$ cat config.mk
export PLATFORM = sky130hd
export DESIGN_NAME = sgml_entity_decoder
export DESIGN_NICKNAME = d
export VERILOG_FILES = /design/src/rtl/sed_pkg.sv /design/src/rtl/sgml_entity_decoder.sv /design/src/rtl/sed_lookup.sv
export VERILOG_INCLUDE_DIRS = /design/src /design/src/rtl
export SDC_FILE = /design/constraint.sdc
export NUM_CORES = 1
export LEC_CHECK = 0
export BUFFER_PORTS_ARGS = -buffer_cell sky130_fd_sc_hd__buf_2
export CORE_MARGIN = 5
export CORE_UTILIZATION = 29
export DETAILED_ROUTE_END_ITERATION = 16
export PLACE_DENSITY = 0.44
export SLEW_MARGIN = 20
export SYNTH_ARGS = -nofsm -noshare
export SYNTH_HDL_FRONTEND = slang
export SYNTH_HIERARCHICAL = 1
export SYNTH_SLANG_ARGS = --single-unit
$ cat constraint.sdc
create_clock -name clk -period 24.9 [get_ports clk]
set_input_delay 7.47 -clock clk [delete_from_list [all_inputs] [get_ports clk]]
set_output_delay 7.47 -clock clk [all_outputs]
set_load 0.005 [all_outputs]
$ cat src/rtl/sgml_entity_decoder_assert.svh
// Assertion macros used by the entity decoder top level.
`ifndef SGML_ENTITY_DECODER_ASSERT_SVH
`define SGML_ENTITY_DECODER_ASSERT_SVH
`ifndef SYNTHESIS
`define SED_ASSERT(lbl, prop, msg) \
  lbl: assert property (@(posedge clk) disable iff (!rst_n) prop) else $error(msg);
`define SED_NEVER(lbl, cond, msg) \
  lbl: assert property (@(posedge clk) disable iff (!rst_n) !(cond)) else $error(msg);
`else
`define SED_ASSERT(lbl, prop, msg)
`define SED_NEVER(lbl, cond, msg)
`endif
`endif

$ cat src/rtl/sed_pkg.sv
// Constants, types and the name table of the entity decoder.
package sed_pkg;
  localparam int NAME_LIMIT    = 10;
  localparam int NAME_MAX      = NAME_LIMIT - 1;
  localparam int TABLE_ENTRIES = 100;
  localparam int LEN_W         = $clog2(NAME_LIMIT);
  localparam int IDX_W         = $clog2(NAME_MAX);
  localparam int STR_W         = 8 * NAME_MAX;
  localparam int FIFO_DEPTH    = 4;
  localparam int PTR_W         = $clog2(FIFO_DEPTH);
  localparam int CNT_W         = $clog2(FIFO_DEPTH + 1);

  localparam logic [7:0] CH_AMP   = 8'h26;
  localparam logic [7:0] CH_SEMI  = 8'h3B;
  localparam logic [7:0] CH_SPACE = 8'h20;
  localparam logic [7:0] CH_DOT   = 8'h2E;
  localparam logic [7:0] CH_DASH  = 8'h2D;

  typedef logic [6:0] nchar_t;
  typedef nchar_t name_t [NAME_MAX];
  typedef logic [TABLE_ENTRIES-1:0] cand_t;

  typedef struct packed {
    logic [7:0] data;
    logic       last;
  } res_t;

  typedef enum logic [1:0] {
    ST_RUN    = 2'b01,
    ST_REPLAY = 2'b10
  } state_t;

  localparam logic [STR_W-1:0] ROM_STR [TABLE_ENTRIES] = '{
    "lt", "gt", "amp", "quot", "nbsp", "iexcl", "cent", "pound",
    "curren", "yen", "brvbar", "sect", "uml", "copy", "ordf", "laquo",
    "not", "shy", "reg", "hibar", "deg", "plusmn", "sup2", "sup3",
    "acute", "micro", "para", "middot", "cedil", "sup1", "ordm", "raquo",
    "frac14", "frac12", "frac34", "iquest", "Agrave", "Aacute", "Acirc", "Atilde",
    "Aring", "Auml", "AElig", "Ccedil", "Egrave", "Eacute", "Ecirc", "Euml",
    "Igrave", "Iacute", "Icirc", "Iuml", "ETH", "Ntilde", "Ograve", "Oacute",
    "Ocirc", "Otilde", "Ouml", "times", "Oslash", "Ugrave", "Uacute", "Ucirc",
    "Uuml", "Yacute", "THORN", "szlig", "agrave", "aacute", "acirc", "atilde",
    "auml", "aring", "aelig", "ccedil", "egrave", "eacute", "ecirc", "euml",
    "igrave", "iacute", "icirc", "iuml", "eth", "ntilde", "ograve", "oacute",
    "ocirc", "otilde", "ouml", "divide", "oslash", "ugrave", "uacute", "ucirc",
    "uuml", "yacute", "thorn", "yuml"
  };

  // Codes run from 160 upwards after the four markup characters.
  function automatic logic [7:0] rom_code(int i);
    logic [7:0] c;
    case (i)
      0: c = 8'd60;
      1: c = 8'd62;
      2: c = 8'd38;
      3: c = 8'd34;
      default: c = 8'(156 + i);
    endcase
    return c;
  endfunction

  function automatic logic [LEN_W-1:0] rom_len(int i);
    int n;
    n = 0;
    for (int k = 0; k < NAME_MAX; k++) begin
      if (ROM_STR[i][8*k +: 8] != 8'h00) n = k + 1;
    end
    return LEN_W'(n);
  endfunction

  // Left-aligned characters; positions past the end hold zero.
  function automatic name_t rom_name(int i);
    name_t r;
    int n;
    n = int'(rom_len(i));
    for (int k = 0; k < NAME_MAX; k++) begin
      if (k < n) r[k] = ROM_STR[i][8*(n-1-k) +: 7];
      else r[k] = '0;
    end
    return r;
  endfunction
endpackage

$ cat src/rtl/sgml_entity_decoder.sv
// Top level of the streaming named-entity decoder.
// Results pass through a registered result queue.
// Throughput: one input byte per cycle while the queue has room for two,
// except during replay: an overlong name blocks input while the stored name is
// read back from name memory, one character per cycle while the queue has room.
// Reset (rst_n low, synchronous) leaves the entity and empties the result queue.
module sgml_entity_decoder (
  input  logic       clk,
  input  logic       rst_n,
  input  logic       in_valid,
  output logic       in_ready,
  input  logic [7:0] in_text_byte,
  input  logic       in_end_of_text,
  output logic       out_valid,
  input  logic       out_ready,
  output logic [7:0] out_byte,
  output logic       out_run_last
);
  import sed_pkg::*;

  `include "sgml_entity_decoder_assert.svh"

  // Entity tracking. The candidate vector holds one bit per table name that
  // still agrees with every character collected so far.
  state_t            state_r, state_nxt;
  logic              inside_r, inside_nxt;
  logic [LEN_W-1:0]  len_r, len_nxt;
  cand_t             cand_r, cand_nxt, cand_upd, lk_cand;
  logic [LEN_W-1:0]  lk_len;
  logic [7:0]        code;

  // Name memory, used only to replay an overlong name literally.
  nchar_t            name_mem [NAME_MAX];
  logic [LEN_W-1:0]  rd_idx_r, rd_idx_nxt;
  logic              rd_valid_r;
  nchar_t            rd_data_r;
  logic              rd_issue;
  logic [7:0]        tail_byte_r;

  // Result queue.
  res_t              fifo_r [FIFO_DEPTH];
  logic [PTR_W-1:0]  head_r, tail_r;
  logic [CNT_W-1:0]  cnt_r;
  logic [1:0]        push_n;
  res_t              push0, push1;
  logic              pop;

  logic              acc, is_name, store, abort_hit, close;
  logic [7:0]        b;
  logic              eot;

  assign b   = in_text_byte;
  assign eot = in_end_of_text;

  assign in_ready = (state_r == ST_RUN) && (cnt_r <= CNT_W'(FIFO_DEPTH - 2));
  assign acc      = in_valid && in_ready;

  assign is_name = ((b >= 8'h41) && (b <= 8'h5A)) || ((b >= 8'h61) && (b <= 8'h7A)) ||
                   (b == CH_DOT) || (b == CH_DASH);
  assign store     = inside_r && is_name && (len_r < LEN_W'(NAME_MAX));
  assign abort_hit = inside_r && is_name && !store;
  assign close     = inside_r && !is_name;

  // Narrow the candidates by the new character at the current position.
  always_comb begin
    name_t nm;
    for (int i = 0; i < TABLE_ENTRIES; i++) begin
      nm          = rom_name(i);
      cand_upd[i] = cand_r[i] && (nm[len_r[IDX_W-1:0]] == b[6:0]);
    end
  end

  // One lookup serves both a close and a flush straight after a new character;
  // the two never happen on the same byte.
  assign lk_cand = store ? cand_upd : cand_r;
  assign lk_len  = store ? (len_r + LEN_W'(1)) : len_r;

  sed_lookup u_lookup (
    .cand (lk_cand),
    .len  (lk_len),
    .code (code)
  );

  // Issue a read only when the queue is sure to have room next cycle.
  assign rd_issue = (state_r == ST_REPLAY) && (rd_idx_r < LEN_W'(NAME_MAX)) &&
                    (({1'b0, cnt_r} + {{CNT_W{1'b0}}, rd_valid_r}) <
                     (CNT_W+1)'(FIFO_DEPTH));

  always_comb begin
    state_nxt  = state_r;
    inside_nxt = inside_r;
    len_nxt    = len_r;
    cand_nxt   = cand_r;
    rd_idx_nxt = rd_idx_r;
    push_n     = 2'd0;
    push0      = '{data: CH_SPACE, last: 1'b1};
    push1      = '{data: CH_SPACE, last: 1'b1};
    case (state_r)
      ST_RUN: begin
        if (acc) begin
          if (!inside_r) begin
            if (b == CH_AMP) begin
              inside_nxt = !eot;
              len_nxt    = '0;
              cand_nxt   = '1;
              if (eot) push_n = 2'd1;
            end else begin
              push_n = 2'd1;
              push0  = '{data: b, last: 1'b1};
            end
          end else if (store) begin
            if (eot) begin
              push_n     = 2'd1;
              push0      = '{data: code, last: 1'b1};
              inside_nxt = 1'b0;
              len_nxt    = '0;
            end else begin
              len_nxt  = len_r + LEN_W'(1);
              cand_nxt = cand_upd;
            end
          end else if (abort_hit) begin
            // The ampersand goes out now, the stored name and this byte follow.
            push_n     = 2'd1;
            push0      = '{data: CH_AMP, last: 1'b0};
            inside_nxt = 1'b0;
            len_nxt    = '0;
            state_nxt  = ST_REPLAY;
            rd_idx_nxt = '0;
          end else if (close) begin
            inside_nxt = 1'b0;
            len_nxt    = '0;
            if (b == CH_SEMI) begin
              push_n = 2'd1;
              push0  = '{data: code, last: 1'b1};
            end else if (b == CH_AMP) begin
              if (eot) begin
                push_n = 2'd2;
                push0  = '{data: code, last: 1'b0};
              end else begin
                push_n     = 2'd1;
                push0      = '{data: code, last: 1'b1};
                inside_nxt = 1'b1;
                cand_nxt   = '1;
              end
            end else begin
              push_n = 2'd2;
              push0  = '{data: code, last: 1'b0};
              push1  = '{data: b, last: 1'b1};
            end
          end
        end
      end
      ST_REPLAY: begin
        if (rd_valid_r) begin
          push_n = 2'd1;
          push0  = '{data: {1'b0, rd_data_r}, last: 1'b0};
        end else if ((rd_idx_r == LEN_W'(NAME_MAX)) && (cnt_r < CNT_W'(FIFO_DEPTH))) begin
          push_n    = 2'd1;
          push0     = '{data: tail_byte_r, last: 1'b1};
          state_nxt = ST_RUN;
        end
        if (rd_issue) rd_idx_nxt = rd_idx_r + LEN_W'(1);
      end
      default: state_nxt = ST_RUN;
    endcase
  end

  always_ff @(posedge clk) begin
    if (!rst_n) begin
      state_r    <= ST_RUN;
      inside_r   <= 1'b0;
      len_r      <= '0;
      rd_idx_r   <= '0;
      rd_valid_r <= 1'b0;
    end else begin
      state_r    <= state_nxt;
      inside_r   <= inside_nxt;
      len_r      <= len_nxt;
      rd_idx_r   <= rd_idx_nxt;
      rd_valid_r <= rd_issue;
    end
  end

  always_ff @(posedge clk) begin
    cand_r <= cand_nxt;
    if (acc && abort_hit) tail_byte_r <= b;
  end

  // Name memory: one write port, one registered read port.
  always_ff @(posedge clk) begin
    if (acc && store) name_mem[len_r[IDX_W-1:0]] <= b[6:0];
    if (rd_issue) rd_data_r <= name_mem[rd_idx_r[IDX_W-1:0]];
  end

  // Result queue.
  assign pop          = out_valid && out_ready;
  assign out_valid    = (cnt_r != '0);
  assign out_byte     = fifo_r[head_r].data;
  assign out_run_last = fifo_r[head_r].last;

  always_ff @(posedge clk) begin
    if (push_n != 2'd0) fifo_r[tail_r] <= push0;
    if (push_n == 2'd2) fifo_r[tail_r + PTR_W'(1)] <= push1;
  end

  always_ff @(posedge clk) begin
    if (!rst_n) begin
      head_r <= '0;
      tail_r <= '0;
      cnt_r  <= '0;
    end else begin
      if (pop) head_r <= head_r + PTR_W'(1);
      tail_r <= tail_r + PTR_W'(push_n);
      cnt_r  <= cnt_r + CNT_W'(push_n) - CNT_W'(pop);
    end
  end

  `SED_NEVER(a_fifo_overflow, cnt_r > CNT_W'(FIFO_DEPTH), "result queue overflow")
  `SED_ASSERT(a_replay_blocks, (state_r == ST_REPLAY) |-> !in_ready, "input taken in replay")
  `SED_NEVER(a_len_range, len_r > LEN_W'(NAME_MAX), "name length out of range")
  `SED_ASSERT(a_abort_replay, (acc && abort_hit) |=> (state_r == ST_REPLAY), "no replay")
endmodule

$ cat src/rtl/sed_lookup.sv
// Resolves the surviving candidate set and name length to one output code.
module sed_lookup (
  input  sed_pkg::cand_t           cand,
  input  logic [sed_pkg::LEN_W-1:0] len,
  output logic [7:0]                code
);
  import sed_pkg::*;

  logic       hit_any;
  logic [7:0] code_or;

  // Names are unique, so at most one entry can survive with a matching length.
  always_comb begin
    hit_any = 1'b0;
    code_or = '0;
    for (int i = 0; i < TABLE_ENTRIES; i++) begin
      if (cand[i] && (rom_len(i) == len)) begin
        hit_any = 1'b1;
        code_or = code_or | rom_code(i);
      end
    end
    code = hit_any ? code_or : CH_SPACE;
  end
endmodule

==> results of run 1 <==
metal layers:
metal  global-route usage [%]  share of wire, %  up-vias
met1                     28.9                45     7000
met3                     3.28               6.9      115
met5                        0                 0        -
li1                         -                 -     6447
met4                     6.43               3.5        0
met2                     31.0                44      555
worst max-delay path by stage:
stage          cells after the start           end
5_1_grt                           17  fifo_r[3][2]
2_1_floorplan                      8     cand_r[0]
6_report                          17  fifo_r[1][8]
3_5_place_dp                      17  fifo_r[0][8]
4_1_cts                           17  fifo_r[0][8]
3_3_place_gp                      18  fifo_r[0][8]
critical path, stage by stage:
cell	delay (ps)
buf_2	450
nor2_1	220
a32o_1	350
nor3_1	240
buf_4	240
nand2_4	280
buf_4	450
o21ai_2	190
buf_4	340
or3b_2	340
nor2_1	90
or4_4	530
or4_4	580
a2111o_1	450
a222oi_1	320
or2_2	220
o22ai_1	80
logic make-up after synthesis:
group | Yosys count | share of synthesized area [%]
flip-flops | 235 | 41.5
adder cells (fa/ha/maj) | 19 | 1.50
XOR/XNOR | 120 | 6.41
multiplexers | 42 | 4.32
AND/OR/NAND/NOR | 651 | 21.4
buffers and inverters | 197 | 5.20
AO/OA/AOI/OAI | 472 | 19.7
registers in the layout (all words and copies together), names as in the netlist, 3 cells and up, named ones only:
register,count
fifo_r,36
len_r,4
cand_r,100
name_mem,63
rd_idx_r,4
tail_byte_r,8
rd_data_r,7
cnt_r,3
cell type report:
type,instances,area (µm²),area share (%)
multi-input cells,1304,8800,48.5
flip-flops and latches,235,6810,37.5
well taps,756,946,5.22
clock buffers,34,744,4.10
repair buffers,58,380,2.10
clock inverters,20,229,1.26
inverters,61,229,1.26
power by group:
group / internal, mW / switching, mW
Sequential: 0.442 / 0.0130
Clock: 0.257 / 0.182
Combinational: 0.0545 / 0.0854
cell usage in the layout, fill, tap and decap left out, types with 25 or more instances in the layout:
master	count
o21ai_0	91
nor4_1	25
nor3_1	44
nand2_1	150
a21oi_1	110
xnor2_1	83
xor2_1	36
nor2_1	116
clkbuf_16	29
nand4_1	40
and2_1	30
nand2b_1	33
buf_4	36
edfxtp_1	210
inv_1	57
a21o_1	31
nor2b_1	32
nand3_1	58
per-stage QoR:
stage               setup WS (ps)  hold slack (ps)
floorplan                    7950              453
global placement            11750              471
detailed placement          11750              481
CTS                         12380              491
global route                11980              530
finish                      12280              487
==> impl_results.md, run 1 <==
- Flops & latches, synth: 235
- Layout area overhead: 10.6%
- CTS root buf: clkbuf_16
- R2R Path Start: len_r[1]
- PostCTS Resize Cnt: 0
- Final Total Pwr: 1.03 mW
- Min-Delay Startpoint: state_r[1]
- Post-synth top cells: edfxtp_1 (210), nand2_1 (151), nor2_1 (116)
- Port bufs: 23
- Worst Path Required: 25,220 ps
- Pin count of the biggest net entering global routing: 67
- Post-route ant nets: 0
- TNS Setup: 0 ps
- RSZ-0062 raised after global routing: no
- Synthesized Nets: 1,768
- Placed Area: 17,100 µm²
- Die ar.: 61,400 µm²
- TritonCTS clock tree: built
- Hold EP: state_r[1]
- Crit start category: primary input
- Post-layout nets: 1,721
- Post-CTS setup buffers: 0
- Fin. max-slew vios: 0
- Reg2Reg Setup Slack: 18,110 ps
- WS Path Type: primary input to flip-flop
- Antenna violations before repair: 0
- Worst skew pair latency: 590 ps
- # setup viols final: 0
- Diodes inserted: 0
- Fillers: 5,862
- Post-Layout Cell Count: 2,468
- Die width: 248 µm
- Post-CTS Hold Buffers: 0
- Bufs on Longest Clock Path: 3
- Clock skew: 10.6 ps
- First-pass GRT wire length: 93,800 µm
- Post-synthesis sequential area ratio: 41.5%
- DRT Pass-1 Iters: 6
- RR Endpoint: fifo_r[1][8]
- Top cell type by total area after synthesis: edfxtp_1
- Core area: 56,200 µm²
- Layout cells sized above 1: 10.4%
- Status: complete, no violations
- Max Fclk: 79.2 MHz
- Top cells by area, synth: edfxtp_1 (38%), xnor2_1 (4.5%), nand2_1 (3.5%)
- Detailed-route DRC error count: 0
- Peak VDD IR: 0.0348 mV
- Starting Density: 29.2%
- Hold path cells: 2
- Synth top area share: 38.5%
- Max_cap viols: 0
- Synth cell types: 98
- Worst Hold Class: flip-flop to flip-flop
- Worst-path fanout max: 54
- Max H-tree Level: 1
- Most frequent cell after synthesis: edfxtp_1
- Util after Layout: 32.3%
- Height of the die: 248 µm
- Ratio of final minimum period to clock period: 50.7%
- Num ports: 24
- Ys async rst share: 0%
- Cell area after layout: 18,100 µm²
- Post-Syn Area: 16,400 µm²
- Actual slew at the worst max-slew pin: 1100 ps
- WL/cell: 25.6 µm
- Pwr/cell area: 57.0 nW/µm²
- Static Leakage: 5.94 nW
- Final HPWL DP: 45,500 µm
- Initial DRC count: 1,614
- DR vias: 14,117
- Crit path from: in_text_byte[4]
- Syn Inst Count: 1,736
- Mean Syn Cell Area: 9.45 µm²
- Std cell rows: 87
- Worst R2R Path Depth: 16
- CP Data Arrival Time: 12,940 ps
- Dpl cells: 2,414
- Final Hold Viols: 0
- Overflow after GRT: 0
- YS warnings: 6
- Vias in the first global route: 13,690
- CTS buffer count: 29
- Vias per Instance: 5.72
- Global Route Usage Sum: 20.1%
- Crit end category: flip-flop
- Slew Limit Headroom: 25.8%
- DRT Wirelength: 63,100 µm
- Tmin final: 12,620 ps
- Final Wtd Congestion: 0.904
- Clock slew at reported path FFs: 60 ps
- Post-synth EDFFs: 210
- Clock sinks: 235
- Top_reg_cell synth: edfxtp_1
Power figures use the tool's default switching activity.
==> run 2: changes to the inputs <==
--- a/config.mk
+++ b/config.mk
@@ -10,7 +10,7 @@
 export CORE_MARGIN = 5
 export CORE_UTILIZATION = 29
 export DETAILED_ROUTE_END_ITERATION = 16
-export PLACE_DENSITY = 0.44
+export PLACE_DENSITY = 0.45
 export SLEW_MARGIN = 20
 export SYNTH_ARGS = -nofsm -noshare
 export SYNTH_HDL_FRONTEND = slang
==> constraint.sdc (replaced) <==
create_clock -name clk -period 11.4 [get_ports clk]
set_input_delay 3.42 -clock clk [delete_from_list [all_inputs] [get_ports clk]]
set_output_delay 3.42 -clock clk [all_outputs]
set_load 0.005 [all_outputs]
==> run 2 against run 1 <==
Critical endpoint is now fifo_r[0][8]. Power increased by 120%. Register-to-register slack got worse by 13000 ps. Combinational power increased by 120%. Clock power increased by 120%. Largest power group unchanged. Global-route usage fell by 0.23 points. Worst setup slack lost 9100 ps. First-iteration DRC count rose by 13%. Cell count stayed put. Clock skew is 1.2 ps higher. Cell area grew 0.21%.
==> impl_results.md, run 2 (synthesized netlist as in run 1, its figures left out) <==
- Status: complete, no violations (unchanged)
- Commonest non-fill, non-tap cell in the layout: edfxtp_1 (unchanged)
- Max_cap viols: 0 (unchanged)
- DR vias: 14,198 (was 14,117)
- Register with the most flip-flops: cand_r (unchanged)
- Actual slew at the worst max-slew pin: 1080 ps (was 1100 ps)
- Most Crowded Layer GR: met2 (unchanged)
- Post-layout nets: 1,723 (was 1,721)
- Pwr/cell area: 125 nW/µm² (was 57.0 nW/µm²)
- Crit end category: flip-flop (unchanged)
- CTS buffer count: 29 (unchanged)
- Initial DRC count: 1,816 (was 1,614)
- DRT Wirelength: 63,000 µm (was 63,100 µm)
- Overflow after GRT: 0 (unchanged)
- Dpl cells: 2,416 (was 2,414)
- Max H-tree Level: 1 (unchanged)
- CTS root buf: clkbuf_16 (unchanged)
- Num ports: 24 (unchanged)
- Net Sw Frac: 26.6% (was 27.1%)
- Hold_ws: 497 ps (was 487 ps)
- Fillers: 5,900 (was 5,862)
- Static Leakage: 5.96 nW (was 5.94 nW)
- TNS Setup: 0 ps (unchanged)
- WS Path Type: primary input to flip-flop (unchanged)
- Worst skew pair latency: 580 ps (was 590 ps)
- CP Data Arrival Time: 8540 ps (was 12,940 ps)
- Post-placement worst setup slack: 2630 ps (was 11,750 ps)
- Die ar.: 61,400 µm² (unchanged)
- Util after Layout: 32.4% (was 32.3%)
- Pint: 1.66 mW (was 0.754 mW)
- Crit start category: primary input (unchanged)
- Most frequent cells in the layout: edfxtp_1 (210), nand2_1 (150), nor2_1 (116) (unchanged)
- Port bufs: 23 (unchanged)
- Layout cells sized above 1: 10.5% (was 10.4%)
- Vias per Instance: 5.75 (was 5.72)
- Antenna violations before repair: 1 (was 0)
- Max FFs per register: 100 (unchanged)
- Part of the power in the clock network: 42.6% (was 42.5%)
- Core area: 56,200 µm² (unchanged)
- Final HPWL DP: 45,500 µm (about the same)
- Vias in the first global route: 13,356 (was 13,690)
- GR Util met3: 2.78% (was 3.28%)
- Height of the die: 248 µm (unchanged)
- Worst Path Required: 11,700 ps (was 25,220 ps)
- Slew Limit Headroom: 27.8% (was 25.8%)
- Detailed-route DRC error count: 0 (unchanged)
- Met1 Track Usage GR: 29.3% (was 28.9%)
- Max Fclk: 121 MHz
- WL/cell: 25.5 µm (was 25.6 µm)
- PostCTS Resize Cnt: 0 (unchanged)
- # setup viols final: 0 (unchanged)
- Layout area overhead: 10.8% (was 10.6%)
- Post-CTS Hold Buffers: 0 (unchanged)
- TritonCTS clock tree: built (unchanged)
- Clock slew at reported path FFs: 60 ps (about the same)
- First-pass GRT wire length: 92,400 µm (was 93,800 µm)
- RSZ-0062 raised after global routing: no (unchanged)
- Comb power frac: 13.5% (about the same)
- Clock sinks: 235 (unchanged)
- Final Hold Viols: 0 (unchanged)
- DRT Pass-1 Iters: 6 (unchanged)
- Clock skew: 11.8 ps (was 10.6 ps)
- Worst setup margin: 3170 ps (was 12,280 ps)
- Met2 Usage GRT: 30.6% (was 31.0%)
- Std cell rows: 87 (unchanged)
- Post-CTS setup buffers: 0 (unchanged)
- Tmin final: 8230 ps
- Die width: 248 µm (unchanged)
- Final Wtd Congestion: 0.947 (was 0.904)
- Peak VDD IR: 0.107 mV (was 0.0348 mV)
- Fin. max-slew vios: 0 (unchanged)
- Global Route Usage Sum: 19.9% (was 20.1%)
- Pin count of the biggest net entering global routing: 77 (was 67)
- Ratio of final minimum period to clock period: 72.2%
- Diodes inserted: 0 (unchanged)
- Worst-path fanout max: 76 (was 54)
- Worst Hold Class: flip-flop to flip-flop (unchanged)
- Post-route ant nets: 0 (unchanged)
- Starting Density: 29.2% (unchanged)
- Switching power: 0.603 mW (was 0.280 mW)
- Post-Layout Cell Count: 2,468 (unchanged)
- Bufs on Longest Clock Path: 3 (unchanged)
- Seq pwr share: 43.9% (was 44.0%)
run 2: per-stage QoR:
step	cell area (µm²)	power, mW
floorplan	16400	1.21
global placement	17200	1.32
detailed placement	17200	1.32
CTS	18200	2.29
global route	18200	2.35
finish	18200	2.27
run 2: final cells by class:
cell class | instances | area, µm² | share of cell area, %
tap | 756 | 946 | 5.20
inverter | 61 | 229 | 1.26
clock inverter | 19 | 238 | 1.31
sequential | 235 | 6810 | 37.5
timing repair buffer | 60 | 408 | 2.24
multi-input combinational | 1304 | 8800 | 48.4
clock buffer | 33 | 741 | 4.08
run 2: power groups by stage:
stage / logic, mW / clock network, mW / registers (mW)
after floorplan: 0.212 / 0 / 0.994
after global routing: 0.334 / 1.02 / 0.999
after CTS: 0.306 / 0.992 / 0.995
after global placement: 0.305 / 0 / 1.01
after detailed placement: 0.305 / 0 / 1.01
final: 0.306 / 0.967 / 0.995
run 2: critical path, stage by stage:
cell and delay (ps):
buf_2 500, nand4b_1 220, o21ba_2 290, nor3_1 140, buf_4 230, and2_4 700, o21ai_0 160, buf_4 230
nand2b_1 280, a21oi_1 120, or4_4 560, or4_4 580, a2111o_1 440, a222oi_1 290, or2_2 220, o22ai_1 90
run 2: routing by layer:
layer / up-vias / wire length, µm
li1: 6443 / -
met1: 7031 / 28900
met2: 633 / 27700
met3: 89 / 4680
met4: 2 / 1690
met5: - / 20
run 2: final timing paths:
check,start,endpoint,slack (ps),cells after the start
worst min register to register,state_r[1],state_r[1],500,2
worst max-delay path,in_text_byte[5],fifo_r[0][8],3170,16
worst min-delay path,state_r[1],state_r[1],500,2
worst max register to register,len_r[0],fifo_r[3][3],5040,16
